### src/rtl/ectd_pkg.sv
// Shared constants, types and tables of the epoch to civil date/time block.
// No dependencies.
package ectd_pkg;

  localparam int NUM_STAGES = 10;
  localparam int DAY_STAGES = 3;
  localparam int CIV_STAGES = NUM_STAGES - DAY_STAGES;

  localparam int EPOCH_W = 32;
  localparam int HOUR_W  = 5;
  localparam int MIN_W   = 6;
  localparam int SEC_W   = 6;
  localparam int WDAY_W  = 3;
  localparam int YEAR_W  = 8;
  localparam int MON_W   = 4;
  localparam int MDAY_W  = 5;

  localparam int DAY_NUM_W = 16;
  localparam int SOD_W     = 17;

  // seconds split: offset so that (epoch + 2^31 + bias) / 86400 = days + 24856
  localparam int EPOCH_BIAS = 74752;
  localparam int DAY_DIV_HI = 675;        // 86400 = 675 * 128
  localparam int RECIP_675  = 6362914;    // floor(2^32 / 675)

  localparam int HOUR_RECIP = 4661;       // /225 at 2^20
  localparam int SECS_HOUR  = 3600;
  localparam int MIN_RECIP  = 1093;       // /15 at 2^14
  localparam int SECS_MIN   = 60;
  localparam int WDAY_BIAS  = 5;
  localparam int RECIP_7    = 74899;      // /7 at 2^19

  localparam int DAY_BASE   = 694612;     // 719468 - 24856
  localparam int ERA_DAYS   = 146097;
  localparam int ERA5_START = 5 * ERA_DAYS;
  localparam int ERA4_START = 4 * ERA_DAYS;
  localparam int RECIP_365  = 45965;      // /365 at 2^24
  localparam int CENT_DAYS  = 36524;
  localparam int RECIP_153  = 1714;       // /153 at 2^18
  localparam int YEAR_OFS_ERA5 = 100;     // 2000 - 1900
  localparam int YEAR_OFS_ERA4 = 724;     // 1600 - 1900, mod 1024

  typedef struct packed {
    logic [HOUR_W-1:0] hour;
    logic [MIN_W-1:0]  minute;
    logic [SEC_W-1:0]  second;
    logic [WDAY_W-1:0] weekday;
  } tod_t;

  // first day-of-year of each month of a March-based year
  function automatic logic [8:0] month_start(input logic [3:0] mp);
    logic [8:0] s;
    unique case (mp)
      4'd0:    s = 9'd0;
      4'd1:    s = 9'd31;
      4'd2:    s = 9'd61;
      4'd3:    s = 9'd92;
      4'd4:    s = 9'd122;
      4'd5:    s = 9'd153;
      4'd6:    s = 9'd184;
      4'd7:    s = 9'd214;
      4'd8:    s = 9'd245;
      4'd9:    s = 9'd275;
      4'd10:   s = 9'd306;
      4'd11:   s = 9'd337;
      default: s = 9'd0;
    endcase
    return s;
  endfunction

endpackage

### src/rtl/ectd_req_if.sv
// Request channel carrying a signed Unix epoch in seconds.
// Depends on ectd_pkg.
interface ectd_req_if import ectd_pkg::*; ();
  logic                      valid;
  logic                      ready;
  logic signed [EPOCH_W-1:0] epoch_seconds;

  modport source (output valid, output epoch_seconds, input ready);
  modport sink   (input valid, input epoch_seconds, output ready);
endinterface

### src/rtl/ectd_res_if.sv
// Result channel carrying the broken-down UTC date and time.
// Depends on ectd_pkg.
interface ectd_res_if import ectd_pkg::*; ();
  logic              valid;
  logic              ready;
  logic [HOUR_W-1:0] hour_of_day;
  logic [MIN_W-1:0]  minute_of_hour;
  logic [SEC_W-1:0]  seconds_of_minute;
  logic [WDAY_W-1:0] weekday;
  logic [YEAR_W-1:0] year_since_1900;
  logic [MON_W-1:0]  month_index;
  logic [MDAY_W-1:0] day_of_month;

  modport source (output valid, output hour_of_day, output minute_of_hour,
                  output seconds_of_minute, output weekday, output year_since_1900,
                  output month_index, output day_of_month, input ready);
  modport sink   (input valid, input hour_of_day, input minute_of_hour,
                  input seconds_of_minute, input weekday, input year_since_1900,
                  input month_index, input day_of_month, output ready);
endinterface

### src/rtl/ectd_day_split.sv
// Three-stage floor split of epoch seconds into a biased day number and second of day.
// Depends on ectd_pkg.
module ectd_day_split import ectd_pkg::*; (
  input  logic                        clk_i,
  input  logic [DAY_STAGES-1:0]       en_i,
  input  logic signed [EPOCH_W-1:0]   epoch_seconds_i,
  output logic [DAY_NUM_W-1:0]        day_num_o,
  output logic [SOD_W-1:0]            sod_o
);

  logic [EPOCH_W:0]       v_d, v_q;
  logic [48:0]            prod;
  logic [DAY_NUM_W-1:0]   q0_d, q0_q;
  logic [25:0]            w_d, w_q;
  logic [6:0]             vlo_d, vlo_q;
  logic [25:0]            rem_full;
  logic                   rem_ge;
  logic [9:0]             rem_d;
  logic [DAY_NUM_W-1:0]   day_d, day_q;
  logic [SOD_W-1:0]       sod_d, sod_q;

  // offset binary, biased so the quotient stays non-negative
  assign v_d = {1'b0, ~epoch_seconds_i[EPOCH_W-1], epoch_seconds_i[EPOCH_W-2:0]}
             + (EPOCH_W+1)'(EPOCH_BIAS);

  assign w_d   = v_q[EPOCH_W:7];
  assign vlo_d = v_q[6:0];
  assign prod  = 49'(w_d) * 49'(RECIP_675);
  assign q0_d  = prod[47:32];

  // estimate is low by at most one
  assign rem_full = w_q - 26'(q0_q) * 26'(DAY_DIV_HI);
  assign rem_ge   = rem_full >= 26'(DAY_DIV_HI);
  assign day_d    = rem_ge ? q0_q + DAY_NUM_W'(1) : q0_q;
  assign rem_d    = rem_ge ? 10'(rem_full - 26'(DAY_DIV_HI)) : rem_full[9:0];
  assign sod_d    = {rem_d, vlo_q};

  always_ff @(posedge clk_i) begin
    if (en_i[0]) begin
      v_q <= v_d;
    end
    if (en_i[1]) begin
      q0_q  <= q0_d;
      w_q   <= w_d;
      vlo_q <= vlo_d;
    end
    if (en_i[2]) begin
      day_q <= day_d;
      sod_q <= sod_d;
    end
  end

  assign day_num_o = day_q;
  assign sod_o     = sod_q;

endmodule

### src/rtl/ectd_civil.sv
// Seven-stage civil-from-days pipeline: biased day number to year, month and day.
// Depends on ectd_pkg.
module ectd_civil import ectd_pkg::*; (
  input  logic                  clk_i,
  input  logic [CIV_STAGES-1:0] en_i,
  input  logic [DAY_NUM_W-1:0]  day_num_i,
  output logic [YEAR_W-1:0]     year_o,
  output logic [MON_W-1:0]      month_o,
  output logic [MDAY_W-1:0]     mday_o
);

  // stage 0: era and day of era
  logic [19:0] shifted;
  logic        era5_d;
  logic [17:0] doe_d;
  logic [17:0] doe0_q, doe1_q, doe2_q, doe3_q;
  logic        era0_q, era1_q, era2_q, era3_q, era4_q, era5_q;

  // stage 1: leap corrections
  logic [31:0] p1460;
  logic [6:0]  d1460_d, d1460_q;
  logic [2:0]  dcent_d, dcent_q;
  logic        dlast_d, dlast_q;

  // stage 2
  logic [17:0] t_d, t_q;

  // stage 3
  logic [33:0] pyoe;
  logic [8:0]  yoe_d, yoe3_q, yoe4_q, yoe5_q;

  // stage 4
  logic [1:0]  cent;
  logic [17:0] ystart;
  logic [17:0] doy_full;
  logic [8:0]  doy4_q, doy5_q;

  // stage 5
  logic [10:0] k5;
  logic [21:0] pmp;
  logic [3:0]  mp_d, mp_q;

  // stage 6
  logic        jan_feb;
  logic [9:0]  yr_full;
  logic [8:0]  md_full;
  logic [YEAR_W-1:0] year_q;
  logic [MON_W-1:0]  month_d, month_q;
  logic [MDAY_W-1:0] mday_q;

  assign shifted = 20'(day_num_i) + 20'(DAY_BASE);
  assign era5_d  = shifted >= 20'(ERA5_START);
  assign doe_d   = 18'(shifted - (era5_d ? 20'(ERA5_START) : 20'(ERA4_START)));

  assign p1460   = 32'(doe0_q[17:2]) * 32'(RECIP_365);
  assign d1460_d = p1460[30:24];
  assign dcent_d = 3'(doe0_q >= 18'(CENT_DAYS)) + 3'(doe0_q >= 18'(2 * CENT_DAYS))
                 + 3'(doe0_q >= 18'(3 * CENT_DAYS)) + 3'(doe0_q >= 18'(4 * CENT_DAYS));
  assign dlast_d = doe0_q == 18'(ERA_DAYS - 1);

  assign t_d = doe1_q - 18'(d1460_q) + 18'(dcent_q) - 18'(dlast_q);

  assign pyoe  = 34'(t_q) * 34'(RECIP_365);
  assign yoe_d = pyoe[32:24];

  always_comb begin
    priority if (yoe3_q >= 9'd300) begin
      cent = 2'd3;
    end else if (yoe3_q >= 9'd200) begin
      cent = 2'd2;
    end else if (yoe3_q >= 9'd100) begin
      cent = 2'd1;
    end else begin
      cent = 2'd0;
    end
  end
  assign ystart   = 18'(yoe3_q) * 18'd365 + 18'(yoe3_q[8:2]) - 18'(cent);
  assign doy_full = doe3_q - ystart;

  assign k5   = 11'(doy4_q) * 11'd5 + 11'd2;
  assign pmp  = 22'(k5) * 22'(RECIP_153);
  assign mp_d = pmp[21:18];

  assign jan_feb = mp_q >= 4'd10;
  assign month_d = jan_feb ? mp_q - 4'd10 : mp_q + 4'd2;
  assign yr_full = 10'(yoe5_q) + (era5_q ? 10'(YEAR_OFS_ERA5) : 10'(YEAR_OFS_ERA4))
                 + 10'(jan_feb);
  assign md_full = doy5_q - month_start(mp_q) + 9'd1;

  always_ff @(posedge clk_i) begin
    if (en_i[0]) begin
      doe0_q <= doe_d;
      era0_q <= era5_d;
    end
    if (en_i[1]) begin
      doe1_q  <= doe0_q;
      era1_q  <= era0_q;
      d1460_q <= d1460_d;
      dcent_q <= dcent_d;
      dlast_q <= dlast_d;
    end
    if (en_i[2]) begin
      t_q    <= t_d;
      doe2_q <= doe1_q;
      era2_q <= era1_q;
    end
    if (en_i[3]) begin
      yoe3_q <= yoe_d;
      doe3_q <= doe2_q;
      era3_q <= era2_q;
    end
    if (en_i[4]) begin
      doy4_q <= doy_full[8:0];
      yoe4_q <= yoe3_q;
      era4_q <= era3_q;
    end
    if (en_i[5]) begin
      mp_q   <= mp_d;
      doy5_q <= doy4_q;
      yoe5_q <= yoe4_q;
      era5_q <= era4_q;
    end
    if (en_i[6]) begin
      year_q  <= yr_full[YEAR_W-1:0];
      month_q <= month_d;
      mday_q  <= md_full[MDAY_W-1:0];
    end
  end

  assign year_o  = year_q;
  assign month_o = month_q;
  assign mday_o  = mday_q;

endmodule

### src/rtl/epoch_to_civil_date_time.sv
// Unix epoch seconds to UTC calendar date and time of day.
// Depends on ectd_pkg, ectd_req_if, ectd_res_if, ectd_day_split, ectd_civil.
//
// Usage:
//   req_i carries one signed 32-bit epoch_seconds per request; res_o returns
//   hour, minute, second, weekday (Sunday 0), year - 1900, month (January 0)
//   and day of month. Both channels use valid/ready; a transfer happens on a
//   rising edge with both high.
//   Throughput: one request per cycle while res_o is ready; the pipeline
//   has ten stages with one register per stage.
//   Each stage advances when it is empty or the stage after it advances, so
//   while res_o is held off, empty stages still fill and req_i.ready only
//   drops once every stage holds a request.
//   Reset (rst_ni low, asynchronous) empties the pipeline; data registers
//   are not cleared. A held result keeps its payload stable until taken.
module epoch_to_civil_date_time import ectd_pkg::*; (
  input  logic              clk_i,
  input  logic              rst_ni,
  ectd_req_if.sink          req_i,
  ectd_res_if.source        res_o
);

  logic [NUM_STAGES-1:0] vld_q;
  logic [NUM_STAGES:0]   en;

  logic [DAY_NUM_W-1:0]  day_num;
  logic [SOD_W-1:0]      sod;

  // time of day / weekday
  logic [25:0]           hp;
  logic [32:0]           q7p;
  logic [DAY_NUM_W-1:0]  x_d;
  logic [HOUR_W-1:0]     hour3_q, hour4_q, hour5_q;
  logic [SOD_W-1:0]      sod3_q;
  logic [DAY_NUM_W-1:0]  x3_q;
  logic [13:0]           q7_3_q;
  logic [SOD_W-1:0]      remh_full;
  logic [DAY_NUM_W-1:0]  wd_full;
  logic [11:0]           remh4_q, remh5_q;
  logic [WDAY_W-1:0]     wd4_q, wd5_q;
  logic [20:0]           pmn;
  logic [MIN_W-1:0]      mn5_q;
  logic [11:0]           sec_full;
  tod_t                  tod_d;
  tod_t                  tod_q [4];

  logic [YEAR_W-1:0]     year;
  logic [MON_W-1:0]      month;
  logic [MDAY_W-1:0]     mday;

  always_comb begin
    en[NUM_STAGES] = res_o.ready;
    for (int k = NUM_STAGES - 1; k >= 0; k--) begin
      en[k] = !vld_q[k] || en[k+1];
    end
  end

  always_ff @(posedge clk_i or negedge rst_ni) begin
    if (!rst_ni) begin
      vld_q <= '0;
    end else begin
      if (en[0]) begin
        vld_q[0] <= req_i.valid;
      end
      for (int k = 1; k < NUM_STAGES; k++) begin
        if (en[k]) begin
          vld_q[k] <= vld_q[k-1];
        end
      end
    end
  end

  assign req_i.ready = en[0];
  assign res_o.valid = vld_q[NUM_STAGES-1];

  ectd_day_split u_day_split (
    .clk_i           (clk_i),
    .en_i            (en[DAY_STAGES-1:0]),
    .epoch_seconds_i (req_i.epoch_seconds),
    .day_num_o       (day_num),
    .sod_o           (sod)
  );

  ectd_civil u_civil (
    .clk_i     (clk_i),
    .en_i      (en[NUM_STAGES-1:DAY_STAGES]),
    .day_num_i (day_num),
    .year_o    (year),
    .month_o   (month),
    .mday_o    (mday)
  );

  assign hp  = 26'(sod[SOD_W-1:4]) * 26'(HOUR_RECIP);
  assign x_d = day_num + DAY_NUM_W'(WDAY_BIAS);
  assign q7p = 33'(x_d) * 33'(RECIP_7);

  assign remh_full = sod3_q - SOD_W'(hour3_q) * SOD_W'(SECS_HOUR);
  assign wd_full   = x3_q - DAY_NUM_W'(q7_3_q) * DAY_NUM_W'(7);

  assign pmn      = 21'(remh4_q[11:2]) * 21'(MIN_RECIP);
  assign sec_full = remh5_q - 12'(mn5_q) * 12'(SECS_MIN);

  assign tod_d = '{hour: hour5_q, minute: mn5_q, second: sec_full[SEC_W-1:0],
                   weekday: wd5_q};

  always_ff @(posedge clk_i) begin
    if (en[3]) begin
      hour3_q <= hp[24:20];
      sod3_q  <= sod;
      x3_q    <= x_d;
      q7_3_q  <= q7p[32:19];
    end
    if (en[4]) begin
      hour4_q <= hour3_q;
      remh4_q <= remh_full[11:0];
      wd4_q   <= wd_full[WDAY_W-1:0];
    end
    if (en[5]) begin
      hour5_q <= hour4_q;
      remh5_q <= remh4_q;
      wd5_q   <= wd4_q;
      mn5_q   <= pmn[19:14];
    end
    if (en[6]) begin
      tod_q[0] <= tod_d;
    end
    for (int k = 1; k < 4; k++) begin
      if (en[6+k]) begin
        tod_q[k] <= tod_q[k-1];
      end
    end
  end

  assign res_o.hour_of_day       = tod_q[3].hour;
  assign res_o.minute_of_hour    = tod_q[3].minute;
  assign res_o.seconds_of_minute = tod_q[3].second;
  assign res_o.weekday           = tod_q[3].weekday;
  assign res_o.year_since_1900   = year;
  assign res_o.month_index       = month;
  assign res_o.day_of_month      = mday;

endmodule

### src/flat_wrapper.sv
// flat-port wrapper written by rule: the top's interface ports become plain ports
module epoch_to_civil_date_time_flat import ectd_pkg::*;
  (clk_i, rst_ni, req_i_valid, req_i_epoch_seconds, req_i_ready, res_o_valid, res_o_hour_of_day, res_o_minute_of_hour, res_o_seconds_of_minute, res_o_weekday, res_o_year_since_1900, res_o_month_index, res_o_day_of_month, res_o_ready);
  ectd_req_if req_i_i ();
  ectd_res_if res_o_i ();
  input  logic clk_i;
  input  logic rst_ni;
  input wire logic [$bits(req_i_i.valid)-1:0] req_i_valid;
  input wire logic [$bits(req_i_i.epoch_seconds)-1:0] req_i_epoch_seconds;
  output wire logic [$bits(req_i_i.ready)-1:0] req_i_ready;
  output wire logic [$bits(res_o_i.valid)-1:0] res_o_valid;
  output wire logic [$bits(res_o_i.hour_of_day)-1:0] res_o_hour_of_day;
  output wire logic [$bits(res_o_i.minute_of_hour)-1:0] res_o_minute_of_hour;
  output wire logic [$bits(res_o_i.seconds_of_minute)-1:0] res_o_seconds_of_minute;
  output wire logic [$bits(res_o_i.weekday)-1:0] res_o_weekday;
  output wire logic [$bits(res_o_i.year_since_1900)-1:0] res_o_year_since_1900;
  output wire logic [$bits(res_o_i.month_index)-1:0] res_o_month_index;
  output wire logic [$bits(res_o_i.day_of_month)-1:0] res_o_day_of_month;
  input wire logic [$bits(res_o_i.ready)-1:0] res_o_ready;
  assign req_i_i.valid = req_i_valid;
  assign req_i_i.epoch_seconds = req_i_epoch_seconds;
  assign req_i_ready = req_i_i.ready;
  assign res_o_valid = res_o_i.valid;
  assign res_o_hour_of_day = res_o_i.hour_of_day;
  assign res_o_minute_of_hour = res_o_i.minute_of_hour;
  assign res_o_seconds_of_minute = res_o_i.seconds_of_minute;
  assign res_o_weekday = res_o_i.weekday;
  assign res_o_year_since_1900 = res_o_i.year_since_1900;
  assign res_o_month_index = res_o_i.month_index;
  assign res_o_day_of_month = res_o_i.day_of_month;
  assign res_o_i.ready = res_o_ready;
  epoch_to_civil_date_time u_core (.clk_i(clk_i), .rst_ni(rst_ni), .req_i(req_i_i), .res_o(res_o_i));
endmodule
### config.mk
export PLATFORM = sky130hd
export DESIGN_NAME = epoch_to_civil_date_time_flat
export DESIGN_NICKNAME = d
export VERILOG_FILES = /design/src/rtl/ectd_pkg.sv /design/src/rtl/ectd_req_if.sv /design/src/rtl/ectd_res_if.sv /design/src/rtl/ectd_day_split.sv /design/src/rtl/ectd_civil.sv /design/src/rtl/epoch_to_civil_date_time.sv /design/src/flat_wrapper.sv
export SDC_FILE = /design/constraint.sdc
export NUM_CORES = 2
export LEC_CHECK = 0
export ABC_AREA = 1
export BUFFER_PORTS_ARGS = -buffer_cell sky130_fd_sc_hd__buf_2
export CAP_MARGIN = 20
export CORE_ASPECT_RATIO = 0.6
export CORE_MARGIN = 1.5
export CORE_UTILIZATION = 56
export DETAILED_ROUTE_END_ITERATION = 6
export PLACE_DENSITY_LB_ADDON = 0.15
export SLEW_MARGIN = 20
export SYNTH_ARGS = -nofsm -noshare
export SYNTH_HDL_FRONTEND = slang
export SYNTH_SLANG_ARGS = --single-unit
### constraint.sdc
create_clock -name clk_i -period 6.6 [get_ports clk_i]
set_input_delay 0.66 -clock clk_i [delete_from_list [all_inputs] [get_ports clk_i]]
set_output_delay 0.66 -clock clk_i [all_outputs]
set_load 0.05 [all_outputs]
==> results.tsv <==
stage	metric	value	unit
run_status	outcome	complete, no violations	
die	# rows	85	
drt	drc violations	0	
die	IO Count	75	
clock_network	Inserted Clock Buffers	47	
global_route	initial antenna violation count	1	
worst_setup_path	critical path capture point type	register	
sta	final clock skew	59.7	ps
cells_and_area	Area Overhead vs Synth	7.87	%
sta	Achievable Freq	0.158	GHz
yosys	Synth Cell Area	51500	um^2
clock_network	clock-pin slew on the worst setup and hold paths	60	ps
sta	Worst slew margin	31.7	%
die	die width	395	um
yosys	synth unique cells	48	
global_route	Congestion Overflow GR	0	
global_route	pin count of the biggest net entering global routing	53	
die	Die Span Y	238	um
cells_and_area	Layout Nets	7098	
yosys	Synthesized Nets	6920	
worst_setup_path	Critical Path AT	6640	ps
yosys	number of synthesized flops with an enable pin	407	
sta	Worst-Margin Slew	1020	ps
die	Starting Density	57.0	%
cells_and_area	ant diodes	0	
cells_and_area	share of layout cells above drive strength 1	5.30	%
sta	worst-case hold slack	194	ps
clock_network	CTS tree	done	
drt	post-DR vias/cell	5.27	
placement	RePlAce Congestion	0.990	
yosys	async set-reset flop share out of synthesis	2.37	%
yosys	register area share after synthesis	24.4	%
placement	Detailed Place HPWL	103000	um
drt	WL final	123000	um
drt	via count	35300	
die	core area	90400	um^2
placement	Port Buffers	74	
clock_network	CTS Root Cell	clkbuf_16	
job	Max Cap Viol	0	
worst_setup_path	Worst Path Required	6910	ps
drt	1st-iter DRT viols	3159	
worst_setup_path	crit path kind	register to register	
clock_network	H-Tree Depth	2	
yosys	warnings from Yosys	0	
yosys	synthesis-stage register bit count	422	
sta	Final Hold Viols	0	
drt	drt pass-1 iters	6	
cells_and_area	most common cell after layout, fill and taps aside	inv_1	
die	Total Die Area	93900	um^2
worst_setup_path	Max Fanout on Critical Path	9	
yosys	Mapped Cells	5259	
yosys	Most used DFF post-synth	edfxtp_1	
clock_network	Clock Sinks	422	
global_route	number of global-route vias before repair	34300	
global_route	total track usage	26.9	%
clock_network	Max clock buf depth	3	
cells_and_area	commonest cells after routing, fill and taps aside	inv_1, ha_1, nand2_1	
clock_network	Clock Latency Late Sink	650	ps
sta	Period Utilization, post-route	96.0	%
drt	DR WL/cell	18.4	um
min_path	Min-Delay Path Class	input pin to register	
worst_setup_path	Worst Setup Start Kind	register	
sta	max-slew violations	0	
drt	post-route ant nets	0	
global_route	first-pass GRT wire length	195000	um
sta	crit path time final	6340	ps
sta	final setup violating endpoints	0	
yosys	Syn Area/Cell	9.80	um^2
sta	Setup TNS	0	ps
## critical path: stages, from the launching register on
cell and delay (ps):
edfxtp_1 790, ha_1 350, ha_1 280, inv_1 50
fa_1 500, inv_1 60, fa_1 520, fa_1 520
fa_1 510, ha_1 340, ha_1 410, nand2_1 120
nor2_1 300, inv_1 110, nor3_1 310, nand2_1 80
o211ai_1 640, xor2_1 140
## worst paths after layout
| path | startpoint | to | slack, ps | depth (start not counted) |
|---|---|---|---|---|
| min | req_i_epoch_seconds[8] | u_core.u_day_split.v_q[8] | 190 | 1 |
| min reg2reg | u_core.tod_q[1][2] | u_core.tod_q[2][2] | 420 | 0 |
| max reg2reg | u_core.u_day_split.v_q[20] | u_core.u_day_split.q0_q[14] | 260 | 17 |
| min in group asynchronous | rst_ni | u_core.vld_q[3] | 480 | 2 |
| max in group asynchronous | rst_ni | u_core.vld_q[0] | 5810 | 2 |
| max | u_core.u_day_split.v_q[20] | u_core.u_day_split.q0_q[14] | 260 | 17 |
## layer usage
| layer | wire (um) | vias to the layer above | global-route usage, % |
|---|---|---|---|
| met2 | 44400 | 1215 | 34.6 |
| met5 | 13 | - | 0 |
| li1 | - | 17300 | - |
| met4 | 1390 | 2 | 3.25 |
| met3 | 14100 | 89 | 9.29 |
| met1 | 63500 | 16700 | 43.5 |
## cells by family (layout without fill, tap and decap cells)
family,Yosys count,count (layout),share of synthesized area [%]
adders and majority gates,1625,1625,47.2
AOI/OAI and AO/OA,440,440,4.76
xor gates and xnor gates,222,222,3.77
buffers and inverters,1284,1501,9.40
DFF,422,422,24.4
and+or+nand+nor,1266,1266,10.4
## Yosys cell counts (all sizes together) (5+ instances only)
| library cell | instances | share of area, % |
|---|---|---|
| a211oi | 12 | 0.17 |
| a21boi | 7 | 0.10 |
| a21o | 18 | 0.26 |
| a21oi | 225 | 2.2 |
| a31oi | 12 | 0.15 |
| buf | 8 | 0.10 |
| dfrtp | 10 | 0.49 |
| dfxtp | 5 | 0.19 |
| edfxtp | 407 | 24 |
| fa | 534 | 21 |
| ha | 1091 | 26 |
| inv | 1275 | 9.3 |
| nand2 | 734 | 5.4 |
| nand3 | 140 | 1.4 |
| nand3b | 8 | 0.12 |
| nand4 | 81 | 0.98 |
| nor2 | 233 | 1.8 |
| nor3 | 39 | 0.38 |
| nor4 | 16 | 0.19 |
| o211ai | 10 | 0.15 |
| o21a | 5 | 0.073 |
| o21ai | 119 | 1.2 |
| o21bai | 12 | 0.17 |
| or2 | 7 | 0.085 |
| xnor2 | 76 | 1.3 |
| xor2 | 146 | 2.5 |
## sequential cells by signal, indices dropped and copies added, names as in the netlist, 10 cells and up, named ones only
signal                        flops
u_core.u_civil.doe1_q            18
u_core.u_day_split.v_q           33
u_core.u_day_split.sod_o         17
u_core.remh4_q                   12
u_core.u_day_split.w_q           26
u_core.u_civil.t_q               18
u_core.sod3_q                    12
u_core.u_day_split.q0_q          16
u_core.u_day_split.day_num_o     16
u_core.vld_q                     10
u_core.u_civil.doe0_q            18
u_core.tod_q                     80
## per-stage QoR
step | utilization [%] | cells | setup WS, ps | instance area (um^2)
2_1_floorplan | - | 5259 | 24.0 | 51500
5_1_grt | 61.5 | 6694 | -32.7 | 55600
3_3_place_gp | 59.5 | 6598 | 94.6 | 53800
3_5_place_dp | 59.5 | 6598 | 30.9 | 53800
4_1_cts | 61.2 | 6687 | 0.0355 | 55400
6_report | 61.5 | 6694 | 262 | 55600
## layout make-up
type / instances / area, um^2
fillers: 7623 / 34800
multi-input cells: 3553 / 34300
flip-flops and latches: 422 / 12600
inverters: 1275 / 4790
well taps: 1218 / 1520
clock buffers: 55 / 1210
repair buffers: 138 / 866
clock inverters: 33 / 363
## what timing repair did
action / CTS / global route
endpoints found under the setup margin: 0 / 8
gates resized for setup: 0 / 32
hold buffers: 1 / 0
hold endpoints to repair: 10 / 0
buffers inserted: 0 / 6
Power is left out: the tool's default activity adds up to more than one toggle a clock period on the data nets, which glitch-free logic cannot reach.
